### src/design/afr_pkg.sv
// Shared types, codes and helpers for the ASCII hex frame receiver.
package afr_pkg;

    localparam int AFR_NODES = 8;

    localparam logic [7:0] CH_ZERO = 8'h30;
    localparam logic [7:0] CH_NINE = 8'h39;
    localparam logic [7:0] CH_A    = 8'h41;
    localparam logic [7:0] CH_LF   = 8'h0A;
    localparam logic [7:0] HEX_TEN = 8'd10;

    typedef enum logic [1:0] {
        ACT_ADDR = 2'd0,
        ACT_DATA = 2'd1,
        ACT_TICK = 2'd2
    } action_t;

    typedef enum logic [1:0] {
        REG_NODE_ADDRESS   = 2'd0,
        REG_IS_MASTER      = 2'd1,
        REG_USER_TYPE_CODE = 2'd2
    } reg_index_t;

    typedef enum logic [2:0] {
        ST_POK = 3'd0,
        ST_ROK = 3'd1,
        ST_TMO = 3'd2,
        ST_ERA = 3'd3,
        ST_CAN = 3'd4,
        ST_TIP = 3'd5,
        ST_ESC = 3'd6,
        ST_OVR = 3'd7
    } status_t;

    typedef struct packed {
        logic [3:0] node_address;
        logic       is_master;
        logic       user_type_code;
    } cfg_t;

    typedef struct packed {
        logic       kind;
        status_t    status;
        logic [7:0] data_byte;
        logic [7:0] hw_source;
        logic       message_type;
        logic [7:0] source_node;
        logic [7:0] dest_node;
        logic [7:0] payload_length;
        logic [7:0] master_address;
    } res_t;

    function automatic logic [7:0] hex_value(input logic [7:0] c);
        if (c > CH_NINE)
            return c - CH_A + HEX_TEN;
        return c - CH_ZERO;
    endfunction

endpackage

### src/design/afr_frame.sv
// Frame parser: hex pair decode, checksum, field capture and status generation.
module afr_frame #(
    parameter int NODES = afr_pkg::AFR_NODES
) (
    input  logic           clk,
    input  logic           rst_n,
    input  logic           take,
    input  logic [1:0]     action,
    input  logic [7:0]     char_in,
    input  logic [2:0]     polled_node,
    input  afr_pkg::cfg_t  cfg,
    output logic           res_valid,
    output afr_pkg::res_t  res
);
    import afr_pkg::*;

    localparam int         IDX_W     = $clog2(NODES);
    localparam logic [8:0] NODES_LIM = 9'(NODES);

    typedef enum logic [2:0] {
        PH_IDLE, PH_HWSRC, PH_TYPE, PH_SRC, PH_DEST, PH_LEN, PH_DATA, PH_CSUM
    } phase_t;

    phase_t             phase_reg, phase_next;
    logic [7:0]         sum_reg, sum_next;
    logic [3:0]         high_reg, high_next;
    logic               pair_reg, pair_next;
    logic [7:0]         left_reg, left_next;
    logic [7:0]         hw_reg, hw_next;
    logic               type_reg, type_next;
    logic [7:0]         src_reg, src_next;
    logic [7:0]         dest_reg, dest_next;
    logic [7:0]         len_reg, len_next;
    logic [NODES-1:0]   full_reg, full_next;
    logic [7:0]         master_reg, master_next;

    logic [7:0] own;
    logic [7:0] hv;
    logic [7:0] pair_byte;
    logic [7:0] pol8;
    logic [7:0] left_dec;
    logic       finish;
    status_t    fin_status;

    assign own       = {4'b0, cfg.node_address} + CH_ZERO;
    assign hv        = hex_value(char_in);
    assign pair_byte = {high_reg, 4'b0} + hv;
    assign pol8      = {5'b0, polled_node};
    assign left_dec  = left_reg - 8'd1;

    always_comb
    begin
        phase_next  = phase_reg;
        sum_next    = sum_reg;
        high_next   = high_reg;
        pair_next   = pair_reg;
        left_next   = left_reg;
        hw_next     = hw_reg;
        type_next   = type_reg;
        src_next    = src_reg;
        dest_next   = dest_reg;
        len_next    = len_reg;
        full_next   = full_reg;
        master_next = master_reg;
        finish      = 1'b0;
        fin_status  = ST_POK;
        res_valid   = 1'b0;
        res         = '0;

        if (take)
        begin
            if (phase_reg == PH_IDLE)
            begin
                unique case (action_t'(action))
                    ACT_TICK:
                    begin
                        finish     = 1'b1;
                        fin_status = ST_TMO;
                    end
                    ACT_ADDR:
                    begin
                        if (cfg.is_master && ({6'b0, polled_node} < NODES_LIM))
                            full_next[pol8[IDX_W-1:0]] = 1'b0;
                        if (cfg.is_master && (char_in != own))
                        begin
                            finish     = 1'b1;
                            fin_status = ST_ERA;
                        end
                        else if (char_in == own)
                        begin
                            phase_next = PH_HWSRC;
                            sum_next   = {4'b0, cfg.node_address};
                            high_next  = '0;
                            pair_next  = 1'b0;
                            left_next  = '0;
                            hw_next    = '0;
                            type_next  = 1'b0;
                            src_next   = '0;
                            dest_next  = '0;
                            len_next   = '0;
                        end
                    end
                    ACT_DATA:
                    begin
                    end
                    default:
                    begin
                    end
                endcase
            end
            else
            begin
                unique case (action_t'(action))
                    ACT_TICK:
                    begin
                        finish     = 1'b1;
                        fin_status = ST_CAN;
                    end
                    ACT_ADDR, ACT_DATA:
                    begin
                        if (char_in != CH_LF)
                        begin
                            if (!pair_reg)
                            begin
                                high_next = hv[3:0];
                                pair_next = 1'b1;
                            end
                            else
                            begin
                                pair_next = 1'b0;
                                unique case (phase_reg)
                                    PH_HWSRC:
                                    begin
                                        hw_next  = pair_byte;
                                        sum_next = sum_reg + pair_byte;
                                        if (!cfg.is_master)
                                            master_next = pair_byte;
                                        phase_next = PH_TYPE;
                                    end
                                    PH_TYPE:
                                    begin
                                        if (pair_byte > 8'd1)
                                        begin
                                            finish     = 1'b1;
                                            fin_status = ST_TIP;
                                        end
                                        else
                                        begin
                                            type_next  = pair_byte[0];
                                            sum_next   = sum_reg + pair_byte;
                                            phase_next = (pair_byte[0] != cfg.user_type_code)
                                                         ? PH_CSUM : PH_SRC;
                                        end
                                    end
                                    PH_SRC:
                                    begin
                                        src_next   = pair_byte;
                                        sum_next   = sum_reg + pair_byte;
                                        phase_next = PH_DEST;
                                    end
                                    PH_DEST:
                                    begin
                                        dest_next  = pair_byte;
                                        sum_next   = sum_reg + pair_byte;
                                        phase_next = PH_LEN;
                                        if (cfg.is_master && ({1'b0, pair_byte} < NODES_LIM)
                                            && full_reg[pair_byte[IDX_W-1:0]])
                                        begin
                                            finish     = 1'b1;
                                            fin_status = ST_OVR;
                                        end
                                    end
                                    PH_LEN:
                                    begin
                                        len_next   = pair_byte;
                                        sum_next   = sum_reg + pair_byte;
                                        left_next  = pair_byte;
                                        phase_next = (pair_byte != 8'd0) ? PH_DATA : PH_CSUM;
                                    end
                                    PH_DATA:
                                    begin
                                        sum_next      = sum_reg + pair_byte;
                                        left_next     = left_dec;
                                        res_valid     = 1'b1;
                                        res.data_byte = pair_byte;
                                        if (left_dec == 8'd0)
                                            phase_next = PH_CSUM;
                                    end
                                    PH_CSUM:
                                    begin
                                        finish = 1'b1;
                                        if (pair_byte != sum_reg)
                                            fin_status = ST_ESC;
                                        else if (type_reg == cfg.user_type_code)
                                        begin
                                            fin_status = ST_ROK;
                                            if ({1'b0, dest_reg} < NODES_LIM)
                                                full_next[dest_reg[IDX_W-1:0]] = 1'b1;
                                        end
                                        else
                                            fin_status = ST_POK;
                                    end
                                    default:
                                    begin
                                    end
                                endcase
                            end
                        end
                    end
                    default:
                    begin
                    end
                endcase
            end
        end

        if (finish)
        begin
            res_valid  = 1'b1;
            res.kind   = 1'b1;
            res.status = fin_status;
        end
        res.hw_source      = hw_next;
        res.message_type   = type_next;
        res.source_node    = src_next;
        res.dest_node      = dest_next;
        res.payload_length = len_next;
        res.master_address = master_next;

        if (finish)
        begin
            phase_next = PH_IDLE;
            sum_next   = '0;
            high_next  = '0;
            pair_next  = 1'b0;
            left_next  = '0;
            hw_next    = '0;
            type_next  = 1'b0;
            src_next   = '0;
            dest_next  = '0;
            len_next   = '0;
        end
    end

    always_ff @(posedge clk or negedge rst_n)
    begin
        if (!rst_n)
        begin
            phase_reg  <= PH_IDLE;
            sum_reg    <= '0;
            high_reg   <= '0;
            pair_reg   <= 1'b0;
            left_reg   <= '0;
            hw_reg     <= '0;
            type_reg   <= 1'b0;
            src_reg    <= '0;
            dest_reg   <= '0;
            len_reg    <= '0;
            full_reg   <= '0;
            master_reg <= '0;
        end
        else
        begin
            phase_reg  <= phase_next;
            sum_reg    <= sum_next;
            high_reg   <= high_next;
            pair_reg   <= pair_next;
            left_reg   <= left_next;
            hw_reg     <= hw_next;
            type_reg   <= type_next;
            src_reg    <= src_next;
            dest_reg   <= dest_next;
            len_reg    <= len_next;
            full_reg   <= full_next;
            master_reg <= master_next;
        end
    end

endmodule

### src/design/afr_outq.sv
// Output register with one skid word behind it.
module afr_outq (
    input  logic          clk,
    input  logic          rst_n,
    input  logic          push,
    input  afr_pkg::res_t push_data,
    input  logic          out_stall,
    output logic          out_valid,
    output afr_pkg::res_t out_data,
    output logic          full
);
    import afr_pkg::*;

    logic main_v_reg, main_v_next;
    logic skid_v_reg, skid_v_next;
    res_t main_reg, main_next;
    res_t skid_reg, skid_next;
    logic open_slot;

    assign open_slot = !main_v_reg || !out_stall;

    always_comb
    begin
        main_v_next = main_v_reg;
        skid_v_next = skid_v_reg;
        main_next   = main_reg;
        skid_next   = skid_reg;
        if (open_slot)
        begin
            if (skid_v_reg)
            begin
                main_next   = skid_reg;
                main_v_next = 1'b1;
                skid_next   = push_data;
                skid_v_next = push;
            end
            else
            begin
                main_next   = push_data;
                main_v_next = push;
            end
        end
        else if (push)
        begin
            skid_next   = push_data;
            skid_v_next = 1'b1;
        end
    end

    always_ff @(posedge clk or negedge rst_n)
    begin
        if (!rst_n)
        begin
            main_v_reg <= 1'b0;
            skid_v_reg <= 1'b0;
        end
        else
        begin
            main_v_reg <= main_v_next;
            skid_v_reg <= skid_v_next;
        end
    end

    always_ff @(posedge clk)
    begin
        main_reg <= main_next;
        skid_reg <= skid_next;
    end

    assign out_valid = main_v_reg;
    assign out_data  = main_reg;
    assign full      = skid_v_reg;

endmodule

### src/design/ascii_hex_frame_receiver_top.sv
// Top level of the ASCII hex frame receiver: configuration, parser and output buffer.
// Each result word is registered in the output buffer: the output register, or the skid word behind it.
// Throughput: one character per cycle; the input stalls only while the skid word is full.
// Reset (rst_n low, asynchronous): parser idle, buffer-full flags and learned master clear,
// output empty, node_address 1, is_master 0, user_type_code 1.
module ascii_hex_frame_receiver_top #(
    parameter int NODES = afr_pkg::AFR_NODES
) (
    input  logic       clk,
    input  logic       rst_n,
    input  logic       in_valid,
    output logic       in_stall,
    input  logic [1:0] action,
    input  logic [7:0] char_in,
    input  logic [2:0] polled_node,
    output logic       out_valid,
    input  logic       out_stall,
    output logic       kind,
    output logic [2:0] status,
    output logic [7:0] data_byte,
    output logic [7:0] hw_source,
    output logic       message_type,
    output logic [7:0] source_node,
    output logic [7:0] dest_node,
    output logic [7:0] payload_length,
    output logic [7:0] master_address,
    output logic       last,
    input  logic       cfg_valid,
    output logic       cfg_ready,
    input  logic [1:0] cfg_index,
    input  logic [3:0] cfg_data
);
    import afr_pkg::*;

    cfg_t cfg_reg, cfg_next;
    logic take;
    logic res_valid;
    res_t res;
    res_t q_data;
    logic q_full;

    assign cfg_ready = 1'b1;

    always_comb
    begin
        cfg_next = cfg_reg;
        if (cfg_valid)
        begin
            unique case (reg_index_t'(cfg_index))
                REG_NODE_ADDRESS:   cfg_next.node_address   = cfg_data;
                REG_IS_MASTER:      cfg_next.is_master      = cfg_data[0];
                REG_USER_TYPE_CODE: cfg_next.user_type_code = cfg_data[0];
                default:            cfg_next = cfg_reg;
            endcase
        end
    end

    always_ff @(posedge clk or negedge rst_n)
    begin
        if (!rst_n)
        begin
            cfg_reg.node_address   <= 4'd1;
            cfg_reg.is_master      <= 1'b0;
            cfg_reg.user_type_code <= 1'b1;
        end
        else
            cfg_reg <= cfg_next;
    end

    assign in_stall = q_full;
    assign take     = in_valid && !q_full;

    afr_frame #(
        .NODES(NODES)
    ) u_frame (
        .clk         (clk),
        .rst_n       (rst_n),
        .take        (take),
        .action      (action),
        .char_in     (char_in),
        .polled_node (polled_node),
        .cfg         (cfg_reg),
        .res_valid   (res_valid),
        .res         (res)
    );

    afr_outq u_outq (
        .clk       (clk),
        .rst_n     (rst_n),
        .push      (res_valid),
        .push_data (res),
        .out_stall (out_stall),
        .out_valid (out_valid),
        .out_data  (q_data),
        .full      (q_full)
    );

    assign kind           = q_data.kind;
    assign status         = q_data.status;
    assign data_byte      = q_data.data_byte;
    assign hw_source      = q_data.hw_source;
    assign message_type   = q_data.message_type;
    assign source_node    = q_data.source_node;
    assign dest_node      = q_data.dest_node;
    assign payload_length = q_data.payload_length;
    assign master_address = q_data.master_address;
    assign last           = q_data.kind;

`ifndef NO_ASSERTIONS
    a_skid_needs_main: assert property (@(posedge clk) disable iff (!rst_n)
        in_stall |-> out_valid)
        else $error("skid word held while output register empty");

    a_status_no_data: assert property (@(posedge clk) disable iff (!rst_n)
        (out_valid && kind) |-> (data_byte == 8'd0))
        else $error("status word carries a data byte");

    a_data_status_zero: assert property (@(posedge clk) disable iff (!rst_n)
        (out_valid && !kind) |-> (status == ST_POK))
        else $error("data word carries a nonzero status");
`endif

endmodule

### config.mk
export PLATFORM = sky130hd
export DESIGN_NAME = ascii_hex_frame_receiver_top
export DESIGN_NICKNAME = d
export VERILOG_FILES = /design/src/design/afr_pkg.sv /design/src/design/afr_frame.sv /design/src/design/afr_outq.sv /design/src/design/ascii_hex_frame_receiver_top.sv
export SDC_FILE = /design/constraint.sdc
export NUM_CORES = 1
export LEC_CHECK = 0
export BUFFER_PORTS_ARGS = -buffer_cell sky130_fd_sc_hd__buf_2
export CAP_MARGIN = 40
export CORE_ASPECT_RATIO = 0.7
export CORE_MARGIN = 1.5
export CORE_UTILIZATION = 40
export CTS_BUF_LIST = sky130_fd_sc_hd__clkbuf_2
export DETAILED_ROUTE_END_ITERATION = 10
export PLACE_DENSITY = 0.58
export SLEW_MARGIN = 5
export SYNTH_ARGS = -nofsm -noshare
export SYNTH_HDL_FRONTEND = slang
export SYNTH_HIERARCHICAL = 1
export SYNTH_SLANG_ARGS = --single-unit
### constraint.sdc
create_clock -name clk -period 3.7 [get_ports clk]
set_clock_uncertainty 0.05 [all_clocks]
set_input_delay 0.185 -clock clk [delete_from_list [all_inputs] [get_ports clk]]
set_output_delay 0.185 -clock clk [all_outputs]
set_load 0.1 [all_outputs]
Yosys cells after proc, flatten, opt, wreduce, memory -nomap -nowiden
Index checks and enable logic that the tools add are counted.
Storage, ports and cells
  bits in registers: 187
  output and inout port bits: 57
  logic and storage cells: 296
Cells by class
  magnitude comparators: 9
  multiplexer cells: 174
  bitwise operators: 3
  reductions and logical operators: 41
  add/subtract/negate cells: 7
  equality and inequality tests: 27
Operator list (number)
  8-bit 2-to-1 mux: 84
  53-bit 2-to-1 mux: 4
  3-bit 2-to-1 mux: 19
  1-bit 2-to-1 mux: 44
  4-bit 2-to-1 mux: 10
  8-bit one-hot mux with 2 select lines: 2
  10-bit AND reduction: 2
  3-bit one-hot mux with 6 select lines: 1
  8-bit adder: 2
  8-bit by 4-bit < comparator with 1-bit output (second input constant): 2
  8-bit != test: 2
  2-bit nonzero test: 8
  8-bit nonzero test: 2
  3-bit == test (second input constant): 4
  3-bit by 4-bit < comparator with 1-bit output (second input constant): 3
  3-bit one-hot mux with 2 select lines: 2
  3-bit by 2-bit != test with 1-bit output (second input constant): 3
  3-bit one-hot mux with 3 select lines: 1
  9-bit AND reduction: 1
  3-bit nonzero test: 3
  8-bit by 4-bit adder with 8-bit output (second input constant): 1
  8-bit AND: 1
  8-bit == test: 1
  8-bit by 1-bit greater-than comparator with 1-bit output (second input constant): 1
  38 further kinds: 58

Logic depth before layout (Yosys ltp)
  word-level depth: 18
  depth in mapped cells: 19

Hierarchy
The synthesis kept the hierarchy.
Modules (own cells, without submodules)
  afr_frame: times used 1, area each 5064.9 µm², cells an instance 608
  afr_outq: times used 1, area each 4066.4 µm², cells an instance 173
  ascii_hex_frame_receiver_top: times used 1, area each 279.0 µm², cells an instance 19

Worst setup path before layout
OpenSTA, ideal clock, no wires.
  path kind: input port to flip-flop
  start: input char_in[0]
  end: register u_outq/skid_reg[0] (netlist bit) (enable)
  buffers on the path: 2
  cell stages on the path: 17
  path slack: -1120 ps
  arrival: 4382 ps
  cell sequence: buf_2 > inv_1 > ha_1 > o21ba_2 > o21ai_2 > mux2_2 > ha_1 > a21o_1 > a21oi_1 > xnor2_1 > xnor2_2 > nand4_1 > o21a_4 > a21oi_2 > clkbuf_1 > nand2b_1 > mux2_2
On the way
  longest elaborated chain between the ends: 18
  elaborated cells on any way between the ends: 34
Ends and longest elaborated chain
  start: declaration: line ascii_hex_frame_receiver_top.sv:14  | input logic [7:0] char_in,
  8-bit by 7-bit subtractor with 8-bit output: line afr_pkg.sv:55  | return c - CH_A + HEX_TEN;
  8-bit by 4-bit adder with 8-bit output: line afr_pkg.sv:55
  8-bit 2-to-1 mux: line afr_pkg.sv:54  | if (c > CH_NINE)
  8-bit 2-to-1 mux: line afr_pkg.sv:56  | return c - CH_ZERO;
  8-bit adder: line afr_frame.sv:47  | assign pair_byte = {high_reg, 4'b0} + hv;
  8-bit by 4-bit < comparator with 1-bit output or 1-bit binary-select mux with 3-bit select (tied branches): line afr_frame.sv:166, afr_frame.sv:167
  1-bit logical AND or 1-bit 2-to-1 mux (tied branches): line afr_frame.sv:166, afr_frame.sv:167
  1-bit logical AND: line afr_frame.sv:167  | && full_reg[pair_byte[IDX_W-1:0]])
  [3 not listed]
  1-bit 2-to-1 mux: line afr_frame.sv:121  | if (char_in != CH_LF)
  1-bit one-hot mux with 2 select lines: line afr_frame.sv:113  | unique case (action_t'(action))
  1-bit 2-to-1 mux: line afr_frame.sv:72  | if (phase_reg == PH_IDLE)
  1-bit 2-to-1 mux: line afr_frame.sv:70  | if (take)
  1-bit 2-to-1 mux *: line afr_frame.sv:217  | if (finish)
  via res_valid: line ascii_hex_frame_receiver_top.sv:37  | logic res_valid;
  2-bit nonzero test (no line) *
  2-bit AND reduction (no line) *
  end signal: assignment: line afr_outq.sv:67  | skid_reg <= skid_next;
  end: declaration: line afr_outq.sv:17  | res_t skid_reg, skid_next;
The timed path passes the listed nets; every way through them passes the cells marked *. The select of a mux whose other input is x is not followed.
A chain may end at the register's enable or synchronous reset.

Worst setup path in the final report
  start: input char_in[3]
  end: register u_outq/skid_reg[34] (netlist bit) (enable)
On the way
  longest elaborated chain between the ends: 18
  elaborated cells on any way between the ends: 34
Ends and longest elaborated chain
  8-bit by 7-bit subtractor with 8-bit output: line afr_pkg.sv:55
  8-bit by 4-bit adder with 8-bit output: line afr_pkg.sv:55
  8-bit 2-to-1 mux: line afr_pkg.sv:54
  8-bit 2-to-1 mux: line afr_pkg.sv:56
  8-bit adder: line afr_frame.sv:47
  8-bit by 4-bit < comparator with 1-bit output: line afr_frame.sv:166  | if (cfg.is_master && ({1'b0, pair_byte} < NODES_LIM)
  1-bit logical AND: line afr_frame.sv:166
  1-bit logical AND: line afr_frame.sv:167
  [3 not listed]
  1-bit 2-to-1 mux: line afr_frame.sv:121
  1-bit one-hot mux with 2 select lines: line afr_frame.sv:113
  1-bit 2-to-1 mux: line afr_frame.sv:72
  1-bit 2-to-1 mux: line afr_frame.sv:70
  1-bit 2-to-1 mux *: line afr_frame.sv:217
  via res_valid: line ascii_hex_frame_receiver_top.sv:37
  2-bit nonzero test (no line) *
  2-bit AND reduction (no line) *
Marked as above.

==> flow_metrics.tcl <==
set metrics [dict create \
    start_util_pct 41.18 \
    grt_pass1_vias 6535 \
    synth-seq-cells 187 \
    wirelength_um 23230 \
    synth-seq-area-share_pct 55.39 \
    fin_area_um2 11100 \
    yosysMostFrequentCell "edfxtp_1" \
    cts_buffer_depth 2 \
    grt_usage_pct 19.81 \
    cts_sinks 187 \
    insertion_delay_ps 800 \
    max_cap_violations 0 \
    power.density_nw_per_um2 756.6 \
    ir_drop_uv 489.8 \
    syn_nets 844 \
    drc_errors 0 \
    final-setup-viol-count 0 \
    fin_cells 1274 \
    place_area_um2 10580 \
    hold_depth 4 \
    async_flop_share_pct 43.32 \
    nNetsFinal 993 \
    rr_worst_depth 13 \
    grt_max_degree 43 \
    setup_slack_ps 309.7 \
    cp-end-kind "flip-flop" \
    ys.flop_type "edfxtp_1" \
    r2r_end "u_outq/skid_reg[34]$_DFFE_PP_" \
    syn_area_um2 9410 \
    yosysUniqueCellTypes 84 \
    worstPathArrival_ps 3870 \
    area_growth_pct 17.98 \
    yosys_warnings 6 \
    coreArea_um2 22850 \
    fillers 2111 \
    criticalPathCategory "input port to flip-flop" \
    synthTopCellsByArea "edfxtp_1 (34%), dfrtp_1 (21%), mux2_4 (5.9%), mux2_2 (3.1%), nand2_1 (2.9%)" \
    place.gp.congestion 0.8754 \
    worst_pin_slew_ps 760.5 \
    post-cts-setup-buffer-count 0 \
    synth_top_area_share_pct 33.83 \
    drt_iter0_markers 522 \
    p_leak_nw 4.866 \
    via_per_inst 5.283 \
    cts_resized 0 \
    syn_avg_cell_area_um2 11.76 \
    synthCells 800 \
    status "finished, final reports clean" \
    antenna_found_initial 0 \
    crit_fanout 18 \
    r2r_start "u_frame/high_reg[0]$_DFFE_PN0P_" \
    cts_tree "yes" \
    firstDrtPassIters 5 \
    dp_cells 1215 \
    synth_common_cells "edfxtp_1 (106), dfrtp_1 (79), nand2_1 (72)" \
    min_from "char_in[6]" \
    slew_viol_final 0 \
    required_ps 4180 \
    port-buffer-count 79 \
    dp_slack_ps -125.3 \
    dp_hpwl_um 16570 \
    dr_wl_met2_um 9577 \
    cts_buffers 17 \
    holdPathEnd "u_outq/skid_reg[44]$_DFFE_PP_" \
    vias 6730 \
    slew_headroom_pct 48.76 \
    fin_util_pct 48.59 \
    period_minus_slack_ps 3390 \
    top_layer "met4" \
    yosys.area.top_type "edfxtp_1" \
    clock.fmax_ghz 0.2950 \
    grt_pass1_wl_um 37700 \
    met3_length_um 1354 \
    r2r_slack_ps 520 \
    grt.overflow.total 0 \
    period_share_pct 91.63 \
    hold_viol_final 0 \
    synth-edff-count 106 \
    ant_nets 0 \
    die_area_um2 24470 \
    die_w_um 186.3 \
    ios 81 \
    cts_root_buf "clkbuf_2" \
    antennaDiodeCount 0 \
    drive_above_1_share_pct 27.96 \
    wl_met1_um 12050 \
    num_rows 46 \
    h-tree-depth 4 \
    holdCritPathClass "input port to flip-flop" \
    wire_per_inst_um 18.24 \
    die_height_um 131.3 \
    power.total_w 0.008400 \
    rsz0062_at_grt "no" \
    cts.reportedPaths.clkPinSlew_ps 280 \
    start_kind "input port" \
]
## worst max path at each step
stage               slack [ps]                             to       start
floorplan                 -520   u_outq/skid_reg[0]$_DFFE_PP_  char_in[1]
global placement            -8   u_outq/skid_reg[1]$_DFFE_PP_  char_in[1]
detailed placement        -130   u_outq/skid_reg[1]$_DFFE_PP_  char_in[0]
CTS                        450  u_outq/skid_reg[34]$_DFFE_PP_  char_in[3]
global route                90  u_outq/skid_reg[34]$_DFFE_PP_  char_in[3]
finish                     310  u_outq/skid_reg[34]$_DFFE_PP_  char_in[3]
## cells in the final DEF (no fill, tap or decap), types with 4 or more instances in the layout
master	Yosys	routed
nand2_1	72	71
and2_1	5	5
buf_12	0	4
xnor2_1	13	12
mux2_2	26	25
ha_1	18	15
xor2_1	7	7
inv_6	0	5
nand3_1	8	8
edfxtp_1	106	106
and3_1	7	7
dlygate4sd3_1	0	26
mux2_4	37	38
or4_1	4	4
inv_1	49	47
a22oi_1	17	17
nand4_1	5	5
nand3b_1	5	5
or3_1	5	5
o211ai_1	5	5
o31ai_1	9	9
nor2_1	56	56
buf_2	5	78
clkbuf_2	0	17
nor3_1	17	17
o21ai_0	47	47
o21a_1	5	5
nor2b_1	15	15
buf_4	4	57
a32oi_1	6	6
a22o_1	5	5
a21oi_1	33	32
dfrtp_1	79	78
a2bb2oi_1	7	7
nand2b_1	7	6
o21ai_1	8	8
a21o_1	11	11
## per-stage QoR
step | hold WS (ps) | setup TNS, ps
after CTS | 6.870 | 0
final | 115.3 | 0
after global placement | 314.4 | -123.0
after floorplan | -160.6 | -27800
after detailed placement | 86.95 | -5898
after global routing | 57.75 | 0
## worst max-delay path: stages
cell	delay, ps
dlygate4sd3_1	530
buf_2	210
a21oi_1	220
nand2_1	100
xnor2_1	160
ha_1	200
inv_1	60
fa_1	370
xor2_1	200
inv_1	110
nor3_1	230
nand4b_1	160
o21ai_1	210
o21a_4	170
a21oi_4	60
nand2b_4	180
mux2_2	300
buf_4	230
## layer usage
metal / vias up / GRT usage (%)
met2: 199 / 27.05
met1: 3310 / 31.26
met5: - / 0
li1: 3205 / -
met4: 0 / 5.465
met3: 16 / 3.953
## repair_timing
item	CTS	global route
setup endpoints to repair	0	0
hold buffers	26	0
hold endpoints to repair	107	0
## power breakdown
group / total, W / switching (W) / internal, W
Clock: 0.00104 / 0.000772 / 0.000271
Combinational: 0.00430 / 0.00303 / 0.00127
Sequential: 0.00306 / 0.000273 / 0.00278
## final cells by class
type,instances,area (um2),share of cell area (%)
Sequential cell,187,5214,46.96
Multi-Input combinational cell,527,3884,34.98
Timing Repair Buffer,166,1174,10.57
Tap cell,312,390.4,3.516
Inverter,50,195.2,1.758
Clock inverter,15,160.2,1.443
Clock buffer,17,85.08,0.7664
## cells by family after synthesis
logic type      Yosys count  synth area share [%]
flops                   187                 55.39
buf+inv                  86                 4.228
compound gates          188                 13.56
mux                      67                 9.467
other cells               1               0.03985
simple gates            229                 12.29
xor+xnor                 22                 2.207
fa+ha+maj                20                 2.819
Power figures use the tool's default switching activity.
